===== src/sv/mrs_pkg.sv =====
// Package for the mark range exclusion search block.
// Holds codes, field widths and the divider request and response types.
// Depends on nothing.
`default_nettype none
package mrs_pkg;

    localparam int unsigned MARK_W = 32;

    localparam logic [1:0] MODE_NEW   = 2'd0;
    localparam logic [1:0] MODE_ANS   = 2'd1;
    localparam logic [1:0] MODE_FLUSH = 2'd2;

    localparam logic [1:0] KIND_REQ    = 2'd0;
    localparam logic [1:0] KIND_MERGED = 2'd1;
    localparam logic [1:0] KIND_EXACT  = 2'd2;

    localparam logic [1:0] REG_SPLIT = 2'd0;
    localparam logic [1:0] REG_GAP   = 2'd1;
    localparam logic [1:0] REG_EXACT = 2'd2;

    typedef struct packed {
        logic              start;
        logic [MARK_W-1:0] dividend;
        logic [MARK_W-1:0] divisor;
    } div_req_t;

    typedef struct packed {
        logic              done;
        logic [MARK_W-1:0] quotient;
    } div_rsp_t;

endpackage
`default_nettype wire


===== src/sv/mrs_div.sv =====
// Restoring divider, one quotient bit per cycle.
// Depends on mrs_pkg.
`default_nettype none
module mrs_div (
    input  wire logic              clk,
    input  wire logic              rst_n,
    input  wire mrs_pkg::div_req_t req,
    output mrs_pkg::div_rsp_t      rsp
);
    localparam int unsigned W = mrs_pkg::MARK_W;

    logic [W:0]             rem_reg;
    logic [W-1:0]           dvd_reg;
    logic [W-1:0]           dvs_reg;
    logic [W-1:0]           quo_reg;
    logic [$clog2(W+1)-1:0] cnt_reg;
    logic                   busy_reg;
    logic                   done_reg;
    logic [W:0]             rem_sh;

    assign rem_sh = {rem_reg[W-1:0], dvd_reg[W-1]};

    always_ff @(posedge clk or negedge rst_n)
    begin
        if (!rst_n)
        begin
            busy_reg <= 1'b0;
            done_reg <= 1'b0;
            cnt_reg  <= '0;
        end
        else
        begin
            done_reg <= 1'b0;
            if (req.start)
            begin
                busy_reg <= 1'b1;
                cnt_reg  <= '0;
                rem_reg  <= '0;
                dvd_reg  <= req.dividend;
                dvs_reg  <= req.divisor;
                quo_reg  <= '0;
            end
            else if (busy_reg)
            begin
                dvd_reg <= {dvd_reg[W-2:0], 1'b0};
                if (rem_sh >= {1'b0, dvs_reg})
                begin
                    rem_reg <= rem_sh - {1'b0, dvs_reg};
                    quo_reg <= {quo_reg[W-2:0], 1'b1};
                end
                else
                begin
                    rem_reg <= rem_sh;
                    quo_reg <= {quo_reg[W-2:0], 1'b0};
                end
                cnt_reg <= cnt_reg + 1'b1;
                if (cnt_reg == ($clog2(W+1))'(W - 1))
                begin
                    busy_reg <= 1'b0;
                    done_reg <= 1'b1;
                end
            end
        end
    end

    assign rsp.done     = done_reg;
    assign rsp.quotient = quo_reg;
endmodule
`default_nettype wire


===== config.mk =====
export PLATFORM = sky130hd
export DESIGN_NAME = mrs_div
export DESIGN_NICKNAME = d
export VERILOG_FILES = /design/src/sv/mrs_pkg.sv /design/src/sv/mrs_div.sv
export SDC_FILE = /design/constraint.sdc
export NUM_CORES = 1
export LEC_CHECK = 0
export BUFFER_PORTS_ARGS = -buffer_cell sky130_fd_sc_hd__clkbuf_2
export CORE_MARGIN = 2
export CORE_UTILIZATION = 35
export CTS_CLUSTER_DIAMETER = 120
export DETAILED_ROUTE_END_ITERATION = 7
export PLACE_DENSITY = 0.64
export SLEW_MARGIN = 15
export SYNTH_ARGS = -nofsm -noshare
export SYNTH_HDL_FRONTEND = slang
export SYNTH_SLANG_ARGS = --single-unit

===== constraint.sdc =====
create_clock -name clk -period 5.7 [get_ports clk]
set_input_delay 0.57 -clock clk [delete_from_list [all_inputs] [get_ports clk]]
set_output_delay 0.57 -clock clk [all_outputs]
set_load 0.02 [all_outputs]

Word level (Yosys, flattened, before mapping)
Cells that the tools add are included.
W data, S select, Z words.
{"block": "totals", "ff_bits": 137, "in_bits": 67, "elab_cells": 28}
{"block": "classes", "n_addsub": 2, "order_cmp": 1, "eq_ne": 1, "n_mux": 14, "reduce_logical": 3}
{"op": "$mux W32", "n": 3}
{"op": "$mux W33", "n": 2}
{"op": "$ge A33 B32 Y1", "n": 1}
{"op": "$sub A33 B32 Y33", "n": 1}
{"op": "$mux W6", "n": 2}
{"op": "$mux W1", "n": 7}
{"op": "$add A6 B1 Y6 const B", "n": 1}
{"op": "$eq A6 B5 Y1 const B", "n": 1}
{"op": "$reduce_and A2 Y1", "n": 2}
{"op": "$reduce_bool A2 Y1", "n": 1}

Depth between registers and ports, before layout
Gate-level depths: netlist of run 1.
{"block": "depth", "ltp_word": 4, "depth_mapped": 13, "depth_no_buf": 13}

Least setup slack after synthesis of run 1
No wires, ideal clock.
{"block": "synth_path", "kind": "input to register", "start": "input req[64] (netlist name)", "end": "register dvd_reg[0] (enable)", "setup_time_ns": 0.425, "t_arrival_ns": 2.628, "slack_ns": 2.648, "path_stages": 4, "n_path_buf": 2, "cell_sequence": "clkbuf_1 > buf_1 > nor2_1 > nor2b_1"}
{"block": "synth_between", "elab_chain_cells": 2}
{"item": "from (decl)", "line_no": "mrs_div.sv:7", "source": "input wire mrs_pkg::div_req_t req,"}
{"item": "$reduce_bool A2 Y1 (no line)"}
{"item": "$reduce_and A2 Y1 (no line)"}
{"item": "to (signal assigned)", "line_no": "mrs_div.sv:39", "source": "dvd_reg <= req.dividend;"}
{"item": "to (signal assigned)", "line_no": "mrs_div.sv:45", "source": "dvd_reg <= {dvd_reg[W-2:0], 1'b0};"}
{"item": "to (decl)", "line_no": "mrs_div.sv:13", "source": "logic [W-1:0] dvd_reg;"}
Every way passes these cells.
A chain may end at the register's enable or synchronous reset.

Worst setup path in the final report of run 1
{"block": "layout_path", "start": "register rem_reg[19]", "end": "register rem_reg[4], data pin"}
{"block": "layout_between", "elab_chain_cells": 3}
{"item": "from (decl)", "line_no": "mrs_div.sv:12", "source": "logic [W:0] rem_reg;"}
{"item": "from (signal assigned)", "line_no": "mrs_div.sv:48", "source": "rem_reg <= rem_sh - {1'b0, dvs_reg};"}
{"item": "from (signal assigned)", "line_no": "mrs_div.sv:53", "source": "rem_reg <= rem_sh;"}
{"item": "$ge A33 B32 Y1", "line_no": "mrs_div.sv:46", "source": "if (rem_sh >= {1'b0, dvs_reg})"}
{"item": "$mux W33", "line_no": "mrs_div.sv:46"}
{"item": "$mux W33", "line_no": "mrs_div.sv:43", "source": "else if (busy_reg)"}
Every way passes these cells.

==> metrics.txt, run 1 <==
CTS buffer count 17; Compound-Gate Fraction of Synth Area 13.7%; Worst EP required between 5 and 6 ns; fmax about 0.27 GHz; met3 GRT Util 3.24%; Storage cell area 0.00405 mm^2; EDFF count, synth around 130; CP Class reg -> reg; leading area contributor after synthesis edfxtp_1; Max VDD drop 213 uV; Post-Route WL 16.2 mm; YS warnings 0; RSZ-0062 raised after global routing false; # IOs 100; core area around 0.022 mm^2; Total GRT Usage about 14%; Worst-Skew Late Latency 0.42 ns; clk sink count 136; Post-Syn Nets a little over 800; initial antenna violation count 0; drt via density ~5.1; Final HPWL DP 11.1 mm; Die Width 153 um; largest net degree at the start of global routing 87; Post-synth top cells edfxtp_1, nor2_1, nand2_1; post-synthesis cell area between 0.007 and 0.008 mm^2; Crit path largest cell delay 0.73 ns; Core Util, Final 41.5%; die area 0.0233 mm^2; count leader, synth edfxtp_1; largest family of logic cells by synthesized area compound AO/OA/AOI/OAI gates; CP Max Fanout 35; Adder-Cell Fraction of Synth Area 5.59%; Worst setup SP type flop; Crit. End Element flop; vias post-DR 5,513; Cells after Synth 705; status completed; Pwr per Cell Area 341 mW/mm^2; Slowest cell on crit path o21ai_4; Syn-to-layout area delta 16.5%; DIE HEIGHT 153 um; Synth Area in XOR/XNOR between 3 and 4%; TritonCTS clock tree built; Fillers 2,180; Buf/Inv on CP 1; Synth Area in Simple Gates 12.1%; ant diodes 0; Slew HR 33.8%; CTS Hold Bufs 0; input/output buffers 99; Avg WL per Cell 14.9 um; worst clock skew 0.00995 ns; First-pass DRT Iterations 5; Tightest Pin Transition 0.993 ns; global placement routability congestion 0.877; Max Transition Viols Final 0; Synth top area share between 40% and 50%; Final Hold Fails 0; hold crit path type in -> reg; Residual DRC 0; Period Utilization, post-route 64.7%; Starting Density between 30% and 40%; share of cells above drive strength 1 around 23%; maxcap violations 0; 1st-iter DRT viols between 300 and 400; Final setup viols 0; setup TNS 0 ns; Critical Path AT 3.92 ns; Leak 3.90 nW; cell family with most CP delay compound AO/OA/AOI/OAI gates; ys async rst share a little under 6%; cells on worst reg2reg path 10; multi-input logic area 0.00337 mm^2; post-CTS setup buffer count 0; Reg clk slew, reported paths 0.06 ns; post-synth cell types 56; worst path cell trace ha_1 > nand4_1 > nand2b_1 > nor3_1 > o311a_1 > o21ai_2 > o21ai_4 > inv_4 > or3_1 > a311oi_1; #FFs+latches synth 136; post-synthesis sequential area ratio 52.2%; htree depth 4; fin crit period roughly 3.7 ns; Synth area leaders edfxtp_1, ha_1, mux2_2; number of global-route vias before repair approximately 5,400; Rows 54; mean post-synth cell area 11.0 um^2; WHS Path Cells 1; # nets final 891; dominant synthesized flop cell edfxtp_1; CTS Root Cell clkbuf_16; deepest clock path buffer count 2; met1 GRT Util between 20% and 30%; post-cts sizing count 0; CP Depth 10; mux cell area share after synthesis 8.64%; gr busiest metal met2; first-pass GRT wire length about 27 mm; met2 Track Usage GR a little over a fifth; grt ovf 0; ANT nets after route 0
[worst register-to-register path, cell delays in order, from the launching register on]
cell      delay, ns
edfxtp_1       0.41
ha_1           0.46
nand4_1        0.16
nand2b_1       0.19
nor3_1         0.15
o311a_1        0.26
o21ai_2        0.10
o21ai_4        0.73
inv_4          0.31
or3_1          0.46
a311oi_1       0.27
[layout make-up]
class / instances / area share [%]
sequential: 136 / 44.9
clock buffer: 17 / 4.71
inverter: 41 / 1.73
multi-input combinational: 489 / 37.4
tap: 280 / 3.88
clock inverter: 15 / 1.41
timing repair buffer: 105 / 6.02
[path summary, 6_finish.rpt]
| path | startpoint | end | slack, ns |
|---|---|---|---|
| worst max-delay path | rem_reg[19] | rem_reg[4] | 2.01 |
| worst min-delay path | req[8] | dvs_reg[8] | 0.32 |
| worst max register to register | rem_reg[19] | rem_reg[4] | 2.01 |
| worst min register to register | dvd_reg[6] | dvd_reg[7] | 0.54 |
| max in group asynchronous | rst_n | busy_reg | 4.70 |
| min in group asynchronous | rst_n | cnt_reg[3] | 0.72 |
[through the flow]
step | hold WS, ns | worst slack, ns | instance area [um^2] | std cells | power [mW]
global placement | 0.525 | 2.12 | 8470 | 1051 | 2.04
detailed placement | 0.529 | 2.01 | 8470 | 1051 | 2.05
floorplan | 0.274 | 2.65 | 7740 | 705 | 1.87
CTS | 0.297 | 1.97 | 9020 | 1083 | 3.11
finish | 0.320 | 2.01 | 9020 | 1083 | 3.08
global route | 0.304 | 1.65 | 9020 | 1083 | 3.25
[placed cells by master (no fill, tap or decap), types with 5 or more instances in the layout]
master,Yosys,layout
dfrtp_1,8,7
a21oi_1,35,35
ha_1,33,33
nor2_1,84,84
and2_1,5,5
clkbuf_2,0,97
edfxtp_1,128,128
xor2_1,12,12
o21ai_0,11,11
nand2b_1,5,5
o31ai_1,5,5
o211ai_1,5,5
o22ai_1,5,5
clkbuf_16,0,17
mux2i_1,32,32
a31oi_1,6,6
a311oi_2,8,8
inv_1,40,40
nor3_1,7,7
nand4_1,7,7
mux2_2,31,31
o21ai_1,5,5
inv_6,0,7
buf_4,3,7
a21o_1,19,19
a211oi_1,6,6
nand2_1,80,80
xnor2_1,19,19
or3_1,5,5
a311oi_1,14,14
nand3_1,12,12
[cells by family after synthesis]
| group | count (synthesis) |
|---|---|
| flip-flops | 136 |
| multiplexers | 63 |
| adder cells (fa/ha/maj) | 34 |
| AND/OR/NAND/NOR | 218 |
| AO/OA/AOI/OAI | 143 |
| XOR/XNOR | 31 |
| buffers and inverters | 80 |
[metal layers]
metal  up-vias  routed length (um)
met2       133                7260
met4         0                 196
met1      2607                8010
li1       2757                   -
met3        16                 699
met5         -                   0
[where the power goes]
group	total, mW	internal, mW	switching (mW)
sequential	1.26	1.21	0.0532
combinational	0.770	0.323	0.447
clock	1.04	0.571	0.472
(Power assumes the default switching activity.)
==> run 2: changes to the inputs <==
ABC_AREA = 1   (was default)
PLACE_DENSITY = 0.63   (was 0.64)
clock period = 3.7 ns   (was 5.7 ns; I/O delays follow)
==> metrics.txt, run 2 <==
status completed (unchanged); Residual DRC 0 (unchanged); hold crit path type in -> reg (unchanged); worst path cell trace ha_1 > a21oi_1 > nand2_1 > nand2_1 > nand2_1 > nand2_1 > nand2_1 > nor2_4 > nand2_8 > nand2_4 > nor2_1 > nor2_1 > nor2_1 (was ha_1 > nand4_1 > nand2b_1 > nor3_1 > o311a_1 > o21ai_2 > o21ai_4 > inv_4 > or3_1 > a311oi_1); CTS Hold Bufs 0 (unchanged); ant diodes 0 (unchanged); setup TNS 0 ns (unchanged); post-synth cell types 41 (was 56); Worst EP required 3.85 ns (was 5.94 ns); Die Width 160 um (was 153 um); largest net degree at the start of global routing 44 (was 87); core area 0.0241 mm^2 (was 0.0218 mm^2); Fillers 2,519 (was 2,180); Critical Path AT 3.13 ns (was 3.92 ns); dominant synthesized flop cell edfxtp_1 (unchanged); part of the power in registers 39.3% (was 41.1%); sw power 1.63 mW (was 972 uW); Leak 5.01 nW (was 3.90 nW); Period Utilization, post-route 80.6% (was 64.7%); Tightest Pin Transition 0.953 ns (was 0.993 ns); ANT nets after route 0 (unchanged); combinational power share 25.1% (was 25.0%); first-pass GRT wire length 35.6 mm (was 27.1 mm); cells on worst reg2reg path 13 (was 10); number of global-route vias before repair 6,919 (was 5,393); Post-Syn Nets 1,177 (was 806); most frequent CP cell nand2_1; fin crit period 2.98 ns (was 3.69 ns); share of cells above drive strength 1 16.5% (was 23.0%); Clock Power Share 35.6% (was 33.9%); EDFF count, synth 128 (unchanged); #FFs+latches synth 136 (unchanged); P_int 3.23 mW (was 2.10 mW); Cells after Synth 1,076 (was 705); # IOs 100 (unchanged); Synth top area share 45.1% (was 49.6%); Rows 57 (was 54); post-CTS setup buffer count 0 (unchanged); Final Hold Fails 0 (unchanged); input/output buffers 99 (unchanged); initial antenna violation count 0 (unchanged); Avg WL per Cell 14.5 um (was 14.9 um); WHS Path Cells 1 (unchanged); TritonCTS clock tree built (unchanged); Max Transition Viols Final 0 (unchanged); Total GRT Usage 17.4% (was 14.2%); YS warnings 0 (unchanged); grt ovf 0 (unchanged); ys async rst share 5.88% (unchanged); Post-Route WL 21.9 mm (was 16.2 mm); post-cts sizing count 0 (unchanged); Slew HR 36.4% (was 33.8%); post-synthesis sequential area ratio 47.4% (was 52.2%); Final HPWL DP 16.0 mm (was 11.1 mm); Starting Density 35.4% (was 35.6%); Max VDD drop 286 uV (was 213 uV); fmax 0.335 GHz (was 0.271 GHz); drt via density 4.74 (was 5.09); CP Max Fanout 33 (was 35); # nets final 1,274 (was 891); CP Class reg -> reg (unchanged); Crit path largest cell delay 0.41 ns (was 0.73 ns); First-pass DRT Iterations 5 (unchanged); htree depth 4 (unchanged); RSZ-0062 raised after global routing false (unchanged); Syn-to-layout area delta 16.5% (about the same); commonest non-fill, non-tap cell in the layout nand2_1 (was edfxtp_1); Crit. End Element flop (unchanged); die area 0.0256 mm^2 (was 0.0233 mm^2); Total Power 4.86 mW (was 3.08 mW); count leader, synth nand2_1 (was edfxtp_1); Pwr per Cell Area 489 mW/mm^2 (was 341 mW/mm^2); CTS Root Cell clkbuf_16 (unchanged); global placement routability congestion 0.915 (was 0.877); Reg clk slew, reported paths 0.07 ns (was 0.06 ns); Worst setup SP type flop (unchanged); Worst-Skew Late Latency 0.43 ns (was 0.42 ns); Post-synth top cells nand2_1, inv_1, edfxtp_1 (was edfxtp_1, nor2_1, nand2_1); worst clock skew 0.0116 ns (was 0.00995 ns); leading area contributor after synthesis edfxtp_1 (unchanged); Final setup viols 0 (unchanged); Synth area leaders edfxtp_1, nand2_1, inv_1 (was edfxtp_1, ha_1, mux2_2); Slowest cell on crit path edfxtp_1 (was o21ai_4); maxcap violations 0 (unchanged); vias post-DR 7,161 (was 5,513); 1st-iter DRT viols 411 (was 343); clk sink count 136 (unchanged); mean post-synth cell area 7.93 um^2 (was 11.0 um^2); sw frac 33.5% (was 31.6%); post-synthesis cell area 0.00853 mm^2 (was 0.00774 mm^2); CTS buffer count 17 (unchanged); DIE HEIGHT 160 um (was 153 um); commonest non-fill, non-tap cells in the layout nand2_1, inv_1, edfxtp_1 (was edfxtp_1, clkbuf_2, nor2_1); deepest clock path buffer count 2 (unchanged)
run 2: worst paths after layout:
check / from / slack (ns) / end
worst min register to register: cnt_reg[5] / 0.49 / done_reg
min in group asynchronous: rst_n / 0.23 / cnt_reg[3]
worst max-delay path: rem_reg[19] / 0.72 / rem_reg[17]
worst max register to register: rem_reg[19] / 0.72 / rem_reg[17]
worst min-delay path: req[28] / 0.11 / dvs_reg[28]
max in group asynchronous: rst_n / 3.18 / cnt_reg[5]
run 2: cell type report:
type	count	area (um^2)	area share, %
clock buffers	18	439	4.42
well taps	324	405	4.08
multi-input cells	713	3590	36.1
repair buffers	111	586	5.89
clock inverters	14	150	1.51
flip-flops and latches	136	4040	40.7
inverters	194	728	7.33
run 2: worst max-delay path, delay by kind of cell (launching register included):
kind                       cells  cell delay (ns)
adders and majority gates      1             0.40
and+or+nand+nor               11             1.60
AOI/OAI and AO/OA              1             0.28
DFF                            1             0.41
run 2: cells by family (layout without fill, tap and decap cells):
| group | Yosys count | after routing | synth area share, % |
|---|---|---|---|
| AND/OR/NAND/NOR | 583 | 583 | 30.0 |
| buffers and inverters | 227 | 337 | 10.6 |
| flip-flops | 136 | 136 | 47.4 |
| AO/OA/AOI/OAI | 87 | 87 | 5.98 |
| adder cells (fa/ha/maj) | 34 | 34 | 5.07 |
| XOR/XNOR | 9 | 9 | 0.924 |
run 2: metrics by stage:
stage,hold slack [ns],worst slack [ns],instances,util [%],instance area [um^2]
finish,0.112,0.718,1510,41.2,9940
global route,0.0953,0.560,1510,41.2,9940
CTS,0.0979,0.793,1510,41.2,9940
detailed placement,0.473,0.806,1478,38.8,9350
global placement,0.474,0.783,1478,38.8,9350
floorplan,0.0744,0.971,1076,-,8530
run 2: routing by layer:
metal / routed length [um] / share of wire [%] / vias up / track usage (%)
met1: 10100 / 46 / 3242 / 23.3
met5: 0 / 0 / - / 0
met4: 320 / 1.5 / 0 / 5.00
li1: - / - / 3674 / -
met3: 1330 / 6.1 / 24 / 4.26
met2: 10100 / 46 / 221 / 28.1
run 2: power by group through the flow:
stage	combinational, mW	clock, mW	sequential, mW
floorplan	0.886	0	1.95
finish	1.22	1.73	1.91
detailed placement	1.21	0	1.94
global route	1.39	1.83	1.93
CTS	1.22	1.76	1.91
global placement	1.21	0	1.94
==> run 3: changes to the inputs <==
ABC_AREA = 0   (was 1)
PLACE_DENSITY = 0.66   (was 0.63)
clock period = 2.7 ns   (was 3.7 ns; I/O delays follow)
==> metrics.txt, run 3 (synthesis results as in run 1) <==
status finished with violations (was completed); violated checks negative setup slack; deepest clock path buffer count 2 (unchanged); Critical Path AT 3.20 ns (was 3.13 ns); Residual DRC 0 (unchanged); commonest non-fill, non-tap cell in the layout edfxtp_1 (was nand2_1); Endpoint, Worst Hold dvs_reg[21] (was dvs_reg[28]); first-pass GRT wire length 30.2 mm (was 35.6 mm); Max VDD drop 500 uV (was 286 uV); Critical Path Source dvd_reg[31] (was rem_reg[19]); Slew HR 63.3% (was 36.4%); hold crit path type in -> reg (unchanged); Total GRT Usage 15.8% (was 17.4%); Worst setup SP type flop (unchanged); share of cells above drive strength 1 44.0% (was 16.5%); Crit. End Element flop (unchanged); Die Width 153 um (was 160 um); 1st-iter DRT viols 358 (was 411); maxcap violations 0 (unchanged); fin crit period 2.94 ns (was 2.98 ns); Worst-Skew Late Latency 0.43 ns (about the same); Crit path largest cell delay 0.40 ns (was 0.41 ns); initial antenna violation count 0 (unchanged); Final setup viols 26 (was 0); fmax 0.341 GHz (was 0.335 GHz); Final Hold Fails 0 (unchanged); Tightest Pin Transition 0.550 ns (was 0.953 ns); DIE HEIGHT 153 um (was 160 um); ANT nets after route 0 (unchanged); Slowest cell on crit path edfxtp_1 (unchanged); die area 0.0233 mm^2 (was 0.0256 mm^2); drt via density 5.18 (was 4.74); worst path cell trace inv_1 > ha_1 > inv_1 > fa_2 > a211oi_4 > o21ai_2 > a2111oi_4 > nor3_2 > a211oi_2 > buf_4 > xnor2_1 > nand2_1 > a311oi_2 (was ha_1 > a21oi_1 > nand2_1 > nand2_1 > nand2_1 > nand2_1 > nand2_1 > nor2_4 > nand2_8 > nand2_4 > nor2_1 > nor2_1 > nor2_1); CP Class reg -> reg (unchanged); ant diodes 0 (unchanged); grt ovf 0 (unchanged); core area 0.0218 mm^2 (was 0.0241 mm^2); CTS Root Cell clkbuf_16 (unchanged); Avg WL per Cell 16.3 um (was 14.5 um); htree depth 4 (unchanged); most frequent CP cell inv_1 (was nand2_1); Period Utilization, post-route 109% (was 80.6%); Fillers 1,906 (was 2,519); Post-Route WL 20.0 mm (was 21.9 mm); CP Max Fanout 2 (was 33); DP Worst Slack -0.255 ns (was 0.806 ns); cells on worst reg2reg path 13 (unchanged); Syn-to-layout area delta 43.1% (was 16.5%); commonest non-fill, non-tap cells in the layout edfxtp_1, buf_4, clkbuf_2 (was nand2_1, inv_1, edfxtp_1); TritonCTS clock tree built (unchanged); vias post-DR 6,344 (was 7,161); # IOs 100 (unchanged); HP Start req[21] (was req[28]); worst clock skew 0.0105 ns (was 0.0116 ns); Total Power 7.83 mW (was 4.86 mW); WHS Path Cells 1 (unchanged); Worst EP required 2.96 ns (was 3.85 ns); number of global-route vias before repair 6,166 (was 6,919); # nets final 1,033 (was 1,274); r2r startpoint dvd_reg[31] (was rem_reg[19]); Starting Density 35.6% (was 35.4%); CTS buffer count 17 (unchanged); Pwr per Cell Area 707 mW/mm^2 (was 489 mW/mm^2); RSZ-0062 raised after global routing true (was false); clk sink count 136 (unchanged); r2r setup slk -0.24 ns (was 0.72 ns); Reg clk slew, reported paths 0.06 ns (was 0.07 ns); Final HPWL DP 12.4 mm (was 16.0 mm); input/output buffers 99 (unchanged); Crit Reg-Reg Endpoint rem_reg[20] (was rem_reg[17]); global placement routability congestion 0.882 (was 0.915); Leak 4.81 nW (was 5.01 nW); Max Transition Viols Final 0 (unchanged); placed cell areas 0.00923 mm^2 (was 0.00935 mm^2); largest net degree at the start of global routing 87 (was 44); final worst slack -0.236 ns (was 0.718 ns); First-pass DRT Iterations 5 (unchanged); Core Util, Final 50.9% (was 41.2%); Rows 54 (was 57); Finished Cell Area 0.0111 mm^2 (was 0.00994 mm^2)
[run 3: changes by cell type in the layout (fill, tap and decap cells not counted), moves of 25 or more]
cell / previous run / this run
buf_4: 12 / 115
nand3_1: 63 / 4
o22ai_1: 29 / 4
mux2i_1: 0 / 32
nand2_1: 370 / 62
mux2_2: 0 / 31
inv_1: 175 / 36
[run 3: final cells by class]
cell class	instances	area, um^2	area share [%]
tap	280	350	3.16
multi-input combinational	489	4140	37.4
clock buffer	17	425	3.84
inverter	41	159	1.43
sequential	136	4050	36.5
clock inverter	15	158	1.42
timing repair buffer	247	1800	16.2
[run 3: what timing repair did]
item / in CTS / in global routing
hold buffers: 16 / 0
buffers inserted: 19 / 15
resized for setup: 65 / 83
hold endpoints to repair: 16 / 0
endpoints found under the setup margin: 32 / 32
gates cloned: 0 / 3
pin swaps: 42 / 52
[run 3: metrics by stage]
step / cells / setup TNS [ns] / hold slack (ns)
finish: 1225 / -2.07 / 0.0146
global route: 1225 / -5.11 / 0.000489
CTS: 1209 / -0.497 / 0.00181
detailed placement: 1143 / -3.70 / 0.449
global placement: 1143 / -3.27 / 0.447
floorplan: 705 / -0.0466 / -0.0256
[run 3: worst max-delay path by stage]
stage                     slack (ns)           to
after floorplan                -0.05  rem_reg[28]
after global placement         -0.20  rem_reg[28]
after detailed placement       -0.25  rem_reg[28]
after CTS                      -0.14  rem_reg[28]
after global routing           -0.39  rem_reg[20]
final                          -0.24  rem_reg[20]
[run 3: worst max-delay path, delay by kind of cell, from the launching register on]
kind / cells / cell delay, ns
DFF: 1 / 0.40
adders and majority gates: 2 / 0.51
and+or+nand+nor: 2 / 0.20
AOI/OAI and AO/OA: 5 / 1.24
buffers and inverters: 3 / 0.28
xor gates and xnor gates: 1 / 0.12
[run 3: power breakdown]
| part | internal [mW] | switching (mW) |
|---|---|---|
| combinational | 1.42 | 1.40 |
| clock | 1.31 | 1.02 |
| sequential | 2.56 | 0.123 |
| total | 5.28 | 2.55 |
[run 3: layer usage]
layer	up-vias	global-route usage (%)	share of wire, %
met5	-	0	0
met4	0	4.14	1.7
met3	28	3.24	5.0
met2	194	26.6	49
met1	3075	20.8	45
li1	3047	-	-
